File: src/sv/fmrt_ram.sv
// ---------------------------------------------------------------------------
// fmrt_ram
// Generic simple dual-port RAM: one write port, one read port with the read
// data registered.
// ---------------------------------------------------------------------------
module fmrt_ram #(
    parameter int WIDTH = 8,
    parameter int DEPTH = 16
) (
    input  logic                     i_clk,
    input  logic                     i_we,
    input  logic [$clog2(DEPTH)-1:0] i_waddr,
    input  logic [WIDTH-1:0]         i_wdata,
    input  logic [$clog2(DEPTH)-1:0] i_raddr,
    output logic [WIDTH-1:0]         o_rdata
);

    logic [WIDTH-1:0] r_mem [DEPTH];
    logic [WIDTH-1:0] r_rdata;

    // Write port and registered read port.
    always_ff @(posedge i_clk) begin
        if (i_we) begin
            r_mem[i_waddr] <= i_wdata;
        end
        r_rdata <= r_mem[i_raddr];
    end

    assign o_rdata = r_rdata;

endmodule

File: config.mk
export PLATFORM = sky130hd
export DESIGN_NAME = fmrt_ram
export DESIGN_NICKNAME = d
export VERILOG_FILES = /design/src/sv/fmrt_ram.sv
export SDC_FILE = /design/constraint.sdc
export NUM_CORES = 1
export LEC_CHECK = 0
export BUFFER_PORTS_ARGS = -buffer_cell sky130_fd_sc_hd__buf_2
export CAP_MARGIN = 20
export CORE_ASPECT_RATIO = 1.75
export CORE_MARGIN = 1
export CORE_UTILIZATION = 45
export DETAILED_ROUTE_END_ITERATION = 10
export PLACE_DENSITY = 0.6
export SLEW_MARGIN = 40
export SYNTH_ARGS = -nofsm -noshare
export SYNTH_HDL_FRONTEND = slang
export SYNTH_SLANG_ARGS = --single-unit
export TNS_END_PERCENT = 50
File: constraint.sdc
create_clock -name i_clk -period 1.5 [get_ports i_clk]
set_input_delay 0.15 -clock i_clk [delete_from_list [all_inputs] [get_ports i_clk]]
set_output_delay 0.15 -clock i_clk [all_outputs]
set_load 0.02 [all_outputs]
==> results of run 1 <==
==> final cells by class <==
class	count	area [sq um]
fill	873	4840
sequential	136	4000
multi-input combinational	83	1060
clock buffer	17	425
timing repair buffer	53	373
clock inverter	15	231
tap	132	165
==> worst max-delay path, cell delays in order (launching register included) <==
cell and delay (ns):
edfxtp_1 0.36, mux4_1 0.55, a22oi_1 0.20, nand2_1 0.11
==> registers in the layout, summed over array words and instances (netlist names) <==
name / cells
o_rdata: 8
r_mem: 128
==> per-stage QoR <==
step                      setup TNS (ns)  area [sq um]  setup slack, ns  hold slack (ns)  std cells
after floorplan                        0          5150           0.0839            0.249        229
after global placement           -0.0574          5600          -0.0361            0.532        404
after detailed placement         -0.0581          5600          -0.0346            0.550        404
after CTS                              0          6260            0.130            0.115        436
after global routing                   0          6260            0.108            0.123        436
final                                  0          6260            0.154            0.124        436
==> per-layer routing <==
metal,wire [um],global-route usage [%]
met4,235,9.35
met5,0,0
met1,3770,19.4
met3,253,4.25
met2,5460,32.7
==> how the worst max path moves through the flow <==
| stage | to | startpoint | slack, ns | cells past startpoint |
|---|---|---|---|---|
| 5_1_grt | o_rdata[1] | r_mem[5][1] | 0.11 | 3 |
| 2_1_floorplan | r_mem[3][0] | i_waddr[2] | 0.08 | 2 |
| 3_3_place_gp | o_rdata[1] | i_raddr[0] | -0.04 | 5 |
| 6_report | o_rdata[1] | r_mem[5][1] | 0.15 | 3 |
| 4_1_cts | o_rdata[1] | r_mem[5][1] | 0.13 | 3 |
| 3_5_place_dp | o_rdata[1] | i_raddr[0] | -0.03 | 5 |
==> placed cells by master (no fill, tap or decap), drive strengths merged <==
master / instances
clkinvlp: 4
nor2: 13
dfxtp: 8
a22oi: 16
bufinv: 6
nand2: 9
nand3: 1
buf: 53
and2: 1
clkinv: 5
nand3b: 2
mux4: 32
clkbuf: 17
edfxtp: 128
or3b: 1
and2b: 1
nand2b: 2
nor2b: 1
nor3: 4
==> cell families after synthesis <==
logic type / synth area share (%)
compound gates: 2.33
simple gates: 3.18
mux: 15.0
flops: 77.8
buf+inv: 1.68
==> where the power goes <==
group	total, mW	switching (mW)	internal, mW
clock network	4.56	1.47	3.09
registers	4.27	0.0239	4.25
logic	0.428	0.246	0.182
==> results.sh, run 1 <==
export IMPL_period_minus_slack_ns=1.35
export IMPL_clkSinkCount=136
export IMPL_ys_seq_area_share_pct=77.8
export IMPL_status="completed"
export IMPL_global_route_wire_length_before_repair_um=15000
export IMPL_min_period_over_period_pct=89.8
export IMPL_timing_worst_slew_pin_value_ns=0.728
export IMPL_yosysWarningCount=0
export IMPL_synth_net_count=247
export IMPL_timing_rr_start="r_mem[5][1]"
export IMPL_fin_skew_ns=0.00685
export IMPL_chipHeight_um=143
export IMPL_detail_route_wl_per_cell_um=22.3
export IMPL_starting_density_of_the_core_pct=46.4
export IMPL_timing_hold_worst_path_depth=1
export IMPL_power_total_mw=9.26
export IMPL_dr_first_iter_drc_count=175
export IMPL_clk_latency_ns=0.41
export IMPL_hold_class="in2reg"
export IMPL_ant_nets=0
export IMPL_cts_tree="yes"
export IMPL_core_region_area_sq_um=11100
export IMPL_synthTopCellsByArea="edfxtp_1, mux4_2, mux4_1"
export IMPL_syn_cell_area_sq_um=5150
export IMPL_worst_slew_margin_rel_pct=51.3
export IMPL_clk_pin_slew_worst_paths_ns=0.06
export IMPL_worst_endpoint_arrival_ns=1.63
export IMPL_dp_hpwl_um=6530
export IMPL_cellPowerDensity_nw_per_um2=1480
export IMPL_cts_repair_resize_count=0
export IMPL_fmax_ghz=0.743
export IMPL_synth_async_reset_ratio_pct=0
export IMPL_ctsRootBufferMaster="clkbuf_16"
export IMPL_rsz_0062_raised_after_global_routing="no"
export IMPL_postCtsSetupBuffers=0
export IMPL_synth_enable_flop_cells=128
export IMPL_gp_congestion=0.713
export IMPL_place_port_buffers=25
export IMPL_worst_r2r_path_depth=3
export IMPL_path_max_fanout=1
export IMPL_die_x_um=82.9
export IMPL_yosys_register_bits=136
export IMPL_syn_avg_cell_area_sq_um=22.5
export IMPL_grt_overflow_total=0
export IMPL_distinct_cell_type_count_after_synthesis=19
export IMPL_grt_max_degree=33
export IMPL_die_area_sq_um=11900
export IMPL_cts_hold_buf=0
export IMPL_syn_inst=229
export IMPL_worst_setup_path_end_kind="flop"
export IMPL_worstReg2RegEnd="o_rdata[1]"
export IMPL_yosys_most_used_dff="edfxtp_1"
export IMPL_route_detailed_vias_per_inst=5.58
export IMPL_initial_antenna_violation_count=0
export IMPL_setup_viol_count_final=0
export IMPL_worstPathRequired_ns=1.78
export IMPL_final_layout_size_suffix_gt1_share_pct=33.6
export IMPL_number_of_global_route_vias_before_repair=2642
export IMPL_cp_class="reg2reg"
export IMPL_final_net_count=309
export IMPL_timing_max_transition_violations_final=0
export IMPL_irDropWorstVdd_mv=0.855
export IMPL_cts_buffers=17
export IMPL_post_synth_most_frequent_cells="edfxtp_1, mux4_2, a22oi_1"
export IMPL_detail_route_first_pass_iterations=4
export IMPL_hold_start="i_wdata[5]"
export IMPL_gr_usage_all_layers_pct=18.0
export IMPL_number_of_core_rows=51
export IMPL_hold_end="r_mem[12][5]"
export IMPL_leakagePower_nw=2.16
export IMPL_r2r_slack_ns=0.15
export IMPL_layout_core_utilization_pct=56.4
export IMPL_postRouteWirelength_um=9720
export IMPL_pin_count=26
export IMPL_synth_area_leader_cell="edfxtp_1"
export IMPL_worst_setup_path_start_kind="flop"
export IMPL_layout_area_overhead_vs_synth_pct=21.6
export IMPL_cts_htree_levels=4
export IMPL_antenna_diode_count=0
export IMPL_residual_drc_count=0
export IMPL_timing_hold_violations_final=0
export IMPL_detailroute_via_count=2432
export IMPL_timing_max_cap_violations=0
export IMPL_clock_path_buffers=2
export IMPL_synth_most_common_cell="edfxtp_1"
export IMPL_synth_top_cell_area_share_pct=74.7
Note: power is estimated with default switching activity, not from simulation.
==> run 2: changes to the inputs <==
--- a/config.mk
+++ b/config.mk
@@ -10,8 +10,9 @@
 export CORE_ASPECT_RATIO = 1.75
 export CORE_MARGIN = 1
 export CORE_UTILIZATION = 45
+export CTS_BUF_LIST = sky130_fd_sc_hd__clkbuf_8 sky130_fd_sc_hd__clkbuf_16
 export DETAILED_ROUTE_END_ITERATION = 10
-export PLACE_DENSITY = 0.6
+export PLACE_DENSITY = 0.58
 export SLEW_MARGIN = 40
 export SYNTH_ARGS = -nofsm -noshare
 export SYNTH_HDL_FRONTEND = slang
==> constraint.sdc (replaced) <==
create_clock -name i_clk -period 1.71 [get_ports i_clk]
set_input_delay 0.171 -clock i_clk [delete_from_list [all_inputs] [get_ports i_clk]]
set_output_delay 0.171 -clock i_clk [all_outputs]
set_load 0.02 [all_outputs]
==> run 2 against run 1 <==
Effect of this change: clock power down 25%; design area is 2.0% lower; final cell count decreased by 0.69%; critical path depth stayed put; first-iteration DRC count rose by 1.7%; worst setup slack improved by 0.21 ns; via count up 0.53%; sequential share of layout area up 1.3 points; critical path type unchanged; highest routed layer unchanged.
==> results.sh, run 2 (same netlist as run 1, synthesis figures left out) <==
export IMPL_global_route_wire_length_before_repair_um=15800
export IMPL_fin_cells=433
export IMPL_grt_overflow_total=0
export IMPL_r2r_slack_ns=0.36
export IMPL_filler_cell_count=889
export IMPL_cp_class="reg2reg"
export IMPL_timing_max_transition_violations_final=0
export IMPL_ctsRootBufferMaster="clkbuf_16"
export IMPL_final_net_count=306
export IMPL_fmax_ghz=0.743
export IMPL_cts_repair_resize_count=0
export IMPL_status="completed"
export IMPL_path_max_fanout=1
export IMPL_finalHoldWorstSlack_ns=0.143
export IMPL_place_port_buffers=25
export IMPL_worstPathRequired_ns=2.00
export IMPL_crit_path_cell_trace="mux4_1 -> a22oi_1 -> nand2_1"
export IMPL_worst_setup_path_start_kind="flop"
export IMPL_gr_usage_all_layers_pct=19.1
export IMPL_totalNegativeSetupSlack_ns=0
export IMPL_core_region_area_sq_um=11100
export IMPL_final_layout_size_suffix_gt1_share_pct=32.2
export IMPL_dr_first_iter_drc_count=178
export IMPL_cellPowerDensity_nw_per_um2=1230
export IMPL_layout_common_cells="edfxtp_1, buf_2, buf_4"
export IMPL_worst_endpoint_arrival_ns=1.63
export IMPL_layout_area_overhead_vs_synth_pct=19.2
export IMPL_ant_nets=0
export IMPL_timing_critical_path_slowest_stage_cell="mux4_1"
export IMPL_postCtsSetupBuffers=0
export IMPL_power_combinational_fraction_pct=5.0
export IMPL_cts_hold_buf=0
export IMPL_critPathMaxStageDelay_ns=0.52
export IMPL_cts_buffers=17
export IMPL_antenna_diode_count=0
export IMPL_period_minus_slack_ns=1.35
export IMPL_detailroute_via_count=2445
export IMPL_chipHeight_um=143
export IMPL_die_x_um=82.9
export IMPL_dp_hpwl_um=6730
export IMPL_rsz_0062_raised_after_global_routing="no"
export IMPL_total_switching_power_mw=1.51
export IMPL_grt_max_degree=24
export IMPL_switching_share_pct=20.0
export IMPL_route_detailed_vias_per_inst=5.65
export IMPL_placed_cells_incl_taps=401
export IMPL_largest_register_ffs=128
export IMPL_irDropWorstVdd_mv=0.723
export IMPL_timing_max_cap_violations=0
export IMPL_fin_skew_ns=0.00541
export IMPL_starting_density_of_the_core_pct=46.4
export IMPL_cts_tree="yes"
export IMPL_number_of_core_rows=51
export IMPL_min_period_over_period_pct=78.7
export IMPL_number_of_global_route_vias_before_repair=2572
export IMPL_timing_worst_slew_pin_value_ns=0.453
export IMPL_p_seq_share_pct=49.8
export IMPL_initial_antenna_violation_count=0
export IMPL_clk_pin_slew_worst_paths_ns=0.06
export IMPL_detail_route_first_pass_iterations=4
export IMPL_pin_count=26
export IMPL_clkSinkCount=136
export IMPL_timing_hold_violations_final=0
export IMPL_clock_path_buffers=2
export IMPL_die_area_sq_um=11900
export IMPL_clk_latency_ns=0.41
export IMPL_residual_drc_count=0
export IMPL_internal_power_mw=6.03
export IMPL_leakagePower_nw=2.13
export IMPL_gp_congestion=0.738
export IMPL_setup_viol_count_final=0
export IMPL_most_common_cell_after_layout_fill_and_taps_aside="edfxtp_1"
export IMPL_worst_slew_margin_rel_pct=69.8
export IMPL_worst_setup_path_end_kind="flop"
export IMPL_detail_route_wl_per_cell_um=23.9
export IMPL_hold_class="in2reg"
export IMPL_cts_htree_levels=4
export IMPL_largest_register="r_mem"
export IMPL_postRouteWirelength_um=10300
export IMPL_clock_power_share_pct=45.2
run 2: changes by cell type in the layout (fill, tap and decap cells not counted), sizes merged:
cell / delta
clkinv: +3
inv: +3
clkinvlp: -3
buf: -3
clkbuf: +1
bufinv: -4
run 2: routing by layer:
| layer | GRT usage (%) | vias up | wire length, um |
|---|---|---|---|
| li1 | - | 1091 | - |
| met1 | 22.4 | 1291 | 4190 |
| met2 | 33.8 | 54 | 5710 |
| met3 | 4.42 | 9 | 301 |
| met4 | 7.62 | 0 | 125 |
| met5 | 0 | - | 0 |
run 2: cell type report:
cell class	instances	area [sq um]	share of cell area [%]
clock buffer	18	439	7.16
clock inverter	14	118	1.92
multi-input combinational	83	1060	17.2
sequential	136	4000	65.3
tap	132	165	2.69
timing repair buffer	50	350	5.71
run 2: metrics by stage:
stage	utilization [%]	instance area (sq um)	power [mW]	worst slack [ns]
global placement	50.2	5580	4.20	0.156
global route	55.2	6130	7.78	0.323
CTS	55.2	6130	7.60	0.343
floorplan	-	5150	4.03	0.0461
finish	55.2	6130	7.54	0.365
detailed placement	50.2	5580	4.21	0.134
run 2: final timing paths:
| check | start | end | cells past startpoint |
|---|---|---|---|
| setup reg to reg | r_mem[9][3] | o_rdata[3] | 3 |
| hold reg to reg | r_mem[12][7] | o_rdata[7] | 3 |
| setup / recovery | r_mem[9][3] | o_rdata[3] | 3 |
| hold / removal | i_wdata[0] | r_mem[4][0] | 1 |
run 2: power groups by stage:
stage | Clock (mW) | Combinational [mW] | Sequential [mW]
2_1_floorplan | 0 | 0.189 | 3.84
3_3_place_gp | 0 | 0.379 | 3.82
3_5_place_dp | 0 | 0.387 | 3.82
4_1_cts | 3.46 | 0.388 | 3.75
5_1_grt | 3.61 | 0.411 | 3.76
6_report | 3.40 | 0.380 | 3.75
run 2: critical path, delay by kind of cell (launching register included):
kind            cells  cell delay (ns)
simple gates        1             0.09
flops               1             0.35
mux                 1             0.52
compound gates      1             0.26
==> run 3: changes to the inputs <==
--- a/config.mk
+++ b/config.mk
@@ -5,6 +5,7 @@
 export SDC_FILE = /design/constraint.sdc
 export NUM_CORES = 1
 export LEC_CHECK = 0
+export ABC_AREA = 1
 export BUFFER_PORTS_ARGS = -buffer_cell sky130_fd_sc_hd__buf_2
 export CAP_MARGIN = 20
 export CORE_ASPECT_RATIO = 1.75
@@ -12,7 +13,7 @@
 export CORE_UTILIZATION = 45
 export CTS_BUF_LIST = sky130_fd_sc_hd__clkbuf_8 sky130_fd_sc_hd__clkbuf_16
 export DETAILED_ROUTE_END_ITERATION = 10
-export PLACE_DENSITY = 0.58
+export PLACE_DENSITY = 0.6
 export SLEW_MARGIN = 40
 export SYNTH_ARGS = -nofsm -noshare
 export SYNTH_HDL_FRONTEND = slang
==> constraint.sdc (replaced) <==
create_clock -name i_clk -period 1.1 [get_ports i_clk]
set_input_delay 0.11 -clock i_clk [delete_from_list [all_inputs] [get_ports i_clk]]
set_output_delay 0.11 -clock i_clk [all_outputs]
set_load 0.02 [all_outputs]
==> run 3 against run 2 <==
Effect of this change: power increased by 69%; sequential share of layout area decreased by 7.1 points; first-iteration DRC count is 1.1% lower; hold slack got worse by 0.046 ns; critical path type unchanged.
==> results.sh, run 3 <==
export IMPL_syn_avg_cell_area_sq_um=10.5
export IMPL_gr_usage_all_layers_pct=21.9
export IMPL_gp_congestion=0.838
export IMPL_clk_pin_slew_worst_paths_ns=0.06
export IMPL_antenna_diode_count=0
export IMPL_timing_max_cap_violations=0
export IMPL_hold_class="in2reg"
export IMPL_clock_path_buffers=2
export IMPL_final_net_count=617
export IMPL_syn_inst=551
export IMPL_setup_viol_count_final=0
export IMPL_cts_htree_levels=4
export IMPL_ctsRootBufferMaster="clkbuf_16"
export IMPL_cts_buffers=17
export IMPL_status="completed"
export IMPL_largest_register_ffs=128
export IMPL_residual_drc_count=0
export IMPL_area_sequential_sq_um=4000
export IMPL_synth_async_reset_ratio_pct=0
export IMPL_global_route_wire_length_before_repair_um=20100
export IMPL_postCtsSetupBuffers=0
export IMPL_rsz_0062_raised_after_global_routing="no"
export IMPL_worst_endpoint_arrival_ns=1.35
export IMPL_yosys_register_bits=136
export IMPL_postRouteWirelength_um=13400
export IMPL_synth_most_common_cell="nand2_1"
export IMPL_totalNegativeSetupSlack_ns=0
export IMPL_post_synth_most_frequent_cells="nand2_1, edfxtp_1, inv_1"
export IMPL_power_combinational_fraction_pct=6.2
export IMPL_yosys_most_used_dff="edfxtp_1"
export IMPL_cts_tree="yes"
export IMPL_distinct_cell_type_count_after_synthesis=12
export IMPL_leakagePower_nw=3.01
export IMPL_core_region_area_sq_um=12500
export IMPL_grt_overflow_total=0
export IMPL_detail_route_wl_per_cell_um=17.2
export IMPL_cellPowerDensity_nw_per_um2=1850
export IMPL_worst_slew_margin_rel_pct=75.0
export IMPL_dr_first_iter_drc_count=176
export IMPL_number_of_global_route_vias_before_repair=3851
export IMPL_timing_hold_violations_final=0
export IMPL_clkSinkCount=136
export IMPL_initial_antenna_violation_count=0
export IMPL_clock_power_share_pct=48.0
export IMPL_clk_latency_ns=0.41
export IMPL_power_total_mw=12.7
export IMPL_synth_net_count=569
export IMPL_irDropWorstVdd_mv=1.14
export IMPL_worstPathRequired_ns=1.40
export IMPL_final_layout_size_suffix_gt1_share_pct=14.2
export IMPL_worst_r2r_path_depth=6
export IMPL_ant_nets=0
export IMPL_route_detailed_vias_per_inst=4.91
export IMPL_timing_max_transition_violations_final=0
export IMPL_cts_hold_buf=0
export IMPL_worst_setup_path_end_kind="flop"
export IMPL_synth_enable_flop_cells=128
export IMPL_internal_power_mw=10.1
export IMPL_starting_density_of_the_core_pct=46.1
export IMPL_synth_top_cell_area_share_pct=66.7
export IMPL_syn_cell_area_sq_um=5770
export IMPL_total_switching_power_mw=2.65
export IMPL_timing_worst_slew_pin_value_ns=0.375
export IMPL_grt_max_degree=33
export IMPL_switching_share_pct=20.8
export IMPL_ys_seq_area_share_pct=69.4
export IMPL_number_of_core_rows=54
export IMPL_die_area_sq_um=13300
export IMPL_largest_register="r_mem"
export IMPL_timing_hold_worst_path_depth=4
export IMPL_p_seq_share_pct=45.8
export IMPL_filler_cell_count=1038
export IMPL_most_common_cell_after_layout_fill_and_taps_aside="nand2_1"
export IMPL_synthTopCellsByArea="edfxtp_1, nand2_1, nand3_1"
export IMPL_period_minus_slack_ns=1.05
export IMPL_synth_area_leader_cell="edfxtp_1"
export IMPL_layout_area_overhead_vs_synth_pct=19.3
export IMPL_cp_class="reg2reg"
export IMPL_fin_skew_ns=0.00632
export IMPL_dp_hpwl_um=8860
export IMPL_yosysWarningCount=0
export IMPL_min_period_over_period_pct=95.3
export IMPL_multi_input_area_sq_um=1230
export IMPL_place_port_buffers=25
export IMPL_chipHeight_um=152
export IMPL_layout_common_cells="nand2_1, edfxtp_1, inv_1"
export IMPL_worst_setup_path_start_kind="flop"
export IMPL_pin_count=26
export IMPL_detail_route_first_pass_iterations=4
export IMPL_path_max_fanout=1
export IMPL_die_x_um=87.6
export IMPL_detailroute_via_count=3829
export IMPL_fmax_ghz=0.954
## run 3: cell count changes in the layout (fill, tap and decap cells not counted), moves of 3 or more
cell | before | now
nand2_1 | 9 | 173
buf_12 | 3 | 6
nor2_1 | 13 | 17
a22oi_1 | 16 | 0
mux4_1 | 14 | 0
inv_1 | 3 | 101
nand3_2 | 0 | 3
mux4_2 | 18 | 0
nor3_1 | 4 | 0
nand3_1 | 1 | 94
clkinv_2 | 7 | 2
bufinv_16 | 2 | 5
## run 3: area by class of cell
class | count | area share (%)
inverters | 102 | 5.56
clock buffers | 18 | 6.38
flip-flops and latches | 136 | 58.2
repair buffers | 53 | 6.00
clock inverters | 14 | 2.96
multi-input cells | 289 | 17.9
well taps | 168 | 3.05
## run 3: worst paths after layout
check,slack [ns],from,endpoint
hold / removal,0.1,i_raddr[2],o_rdata[2]
setup reg to reg,0.05,r_mem[0][6],o_rdata[6]
hold reg to reg,0.68,r_mem[11][0],o_rdata[0]
setup / recovery,0.05,r_mem[0][6],o_rdata[6]
## run 3: power by group through the flow
stage	clock network (mW)	logic, mW	registers, mW
after detailed placement	0	0.792	5.94
after global routing	6.37	0.877	5.84
after global placement	0	0.783	5.94
after CTS	6.19	0.798	5.84
final	6.12	0.794	5.83
after floorplan	0	0.409	5.97
## run 3: timing repair
| action | CTS | global route |
|---|---|---|
| cloned | 0 | 0 |
| setup endpoints to repair | 1 | 2 |
| gates resized for setup | 1 | 3 |
## run 3: metal layers
layer / global-route usage (%) / routed length (um) / vias up
met3: 4.98 / 574 / 29
met5: 0 / 0 / -
met4: 14.4 / 601 / 0
met2: 38.8 / 7250 / 116
li1: - / - / 1864
met1: 22.8 / 4970 / 1820
## run 3: logic make-up (layout without fill, tap and decap cells)
kind of cell / after synthesis / count (layout) / share of synthesized area (%)
AND/OR/NAND/NOR: 289 / 289 / 21.0
flip-flops: 136 / 136 / 69.4
buffers and inverters: 126 / 187 / 9.52
## run 3: stage by stage
stage	instance area (sq um)	hold WS, ns	cells	util (%)	setup WS [ns]
2_1_floorplan	5770	0.209	551	-	0.0392
3_3_place_gp	6220	0.503	748	49.8	-0.121
3_5_place_dp	6220	0.513	748	49.8	-0.126
4_1_cts	6870	0.0833	780	54.9	0.0138
5_1_grt	6880	0.115	780	55.1	0.00711
6_report	6880	0.0968	780	55.1	0.0520
## run 3: worst max-delay path, stage by stage (launching register included)
cell      delay [ns]
edfxtp_1        0.36
inv_1           0.06
nand2_1         0.05
nand3_1         0.06
nand3_1         0.18
nand3_1         0.15
nand2_1         0.07
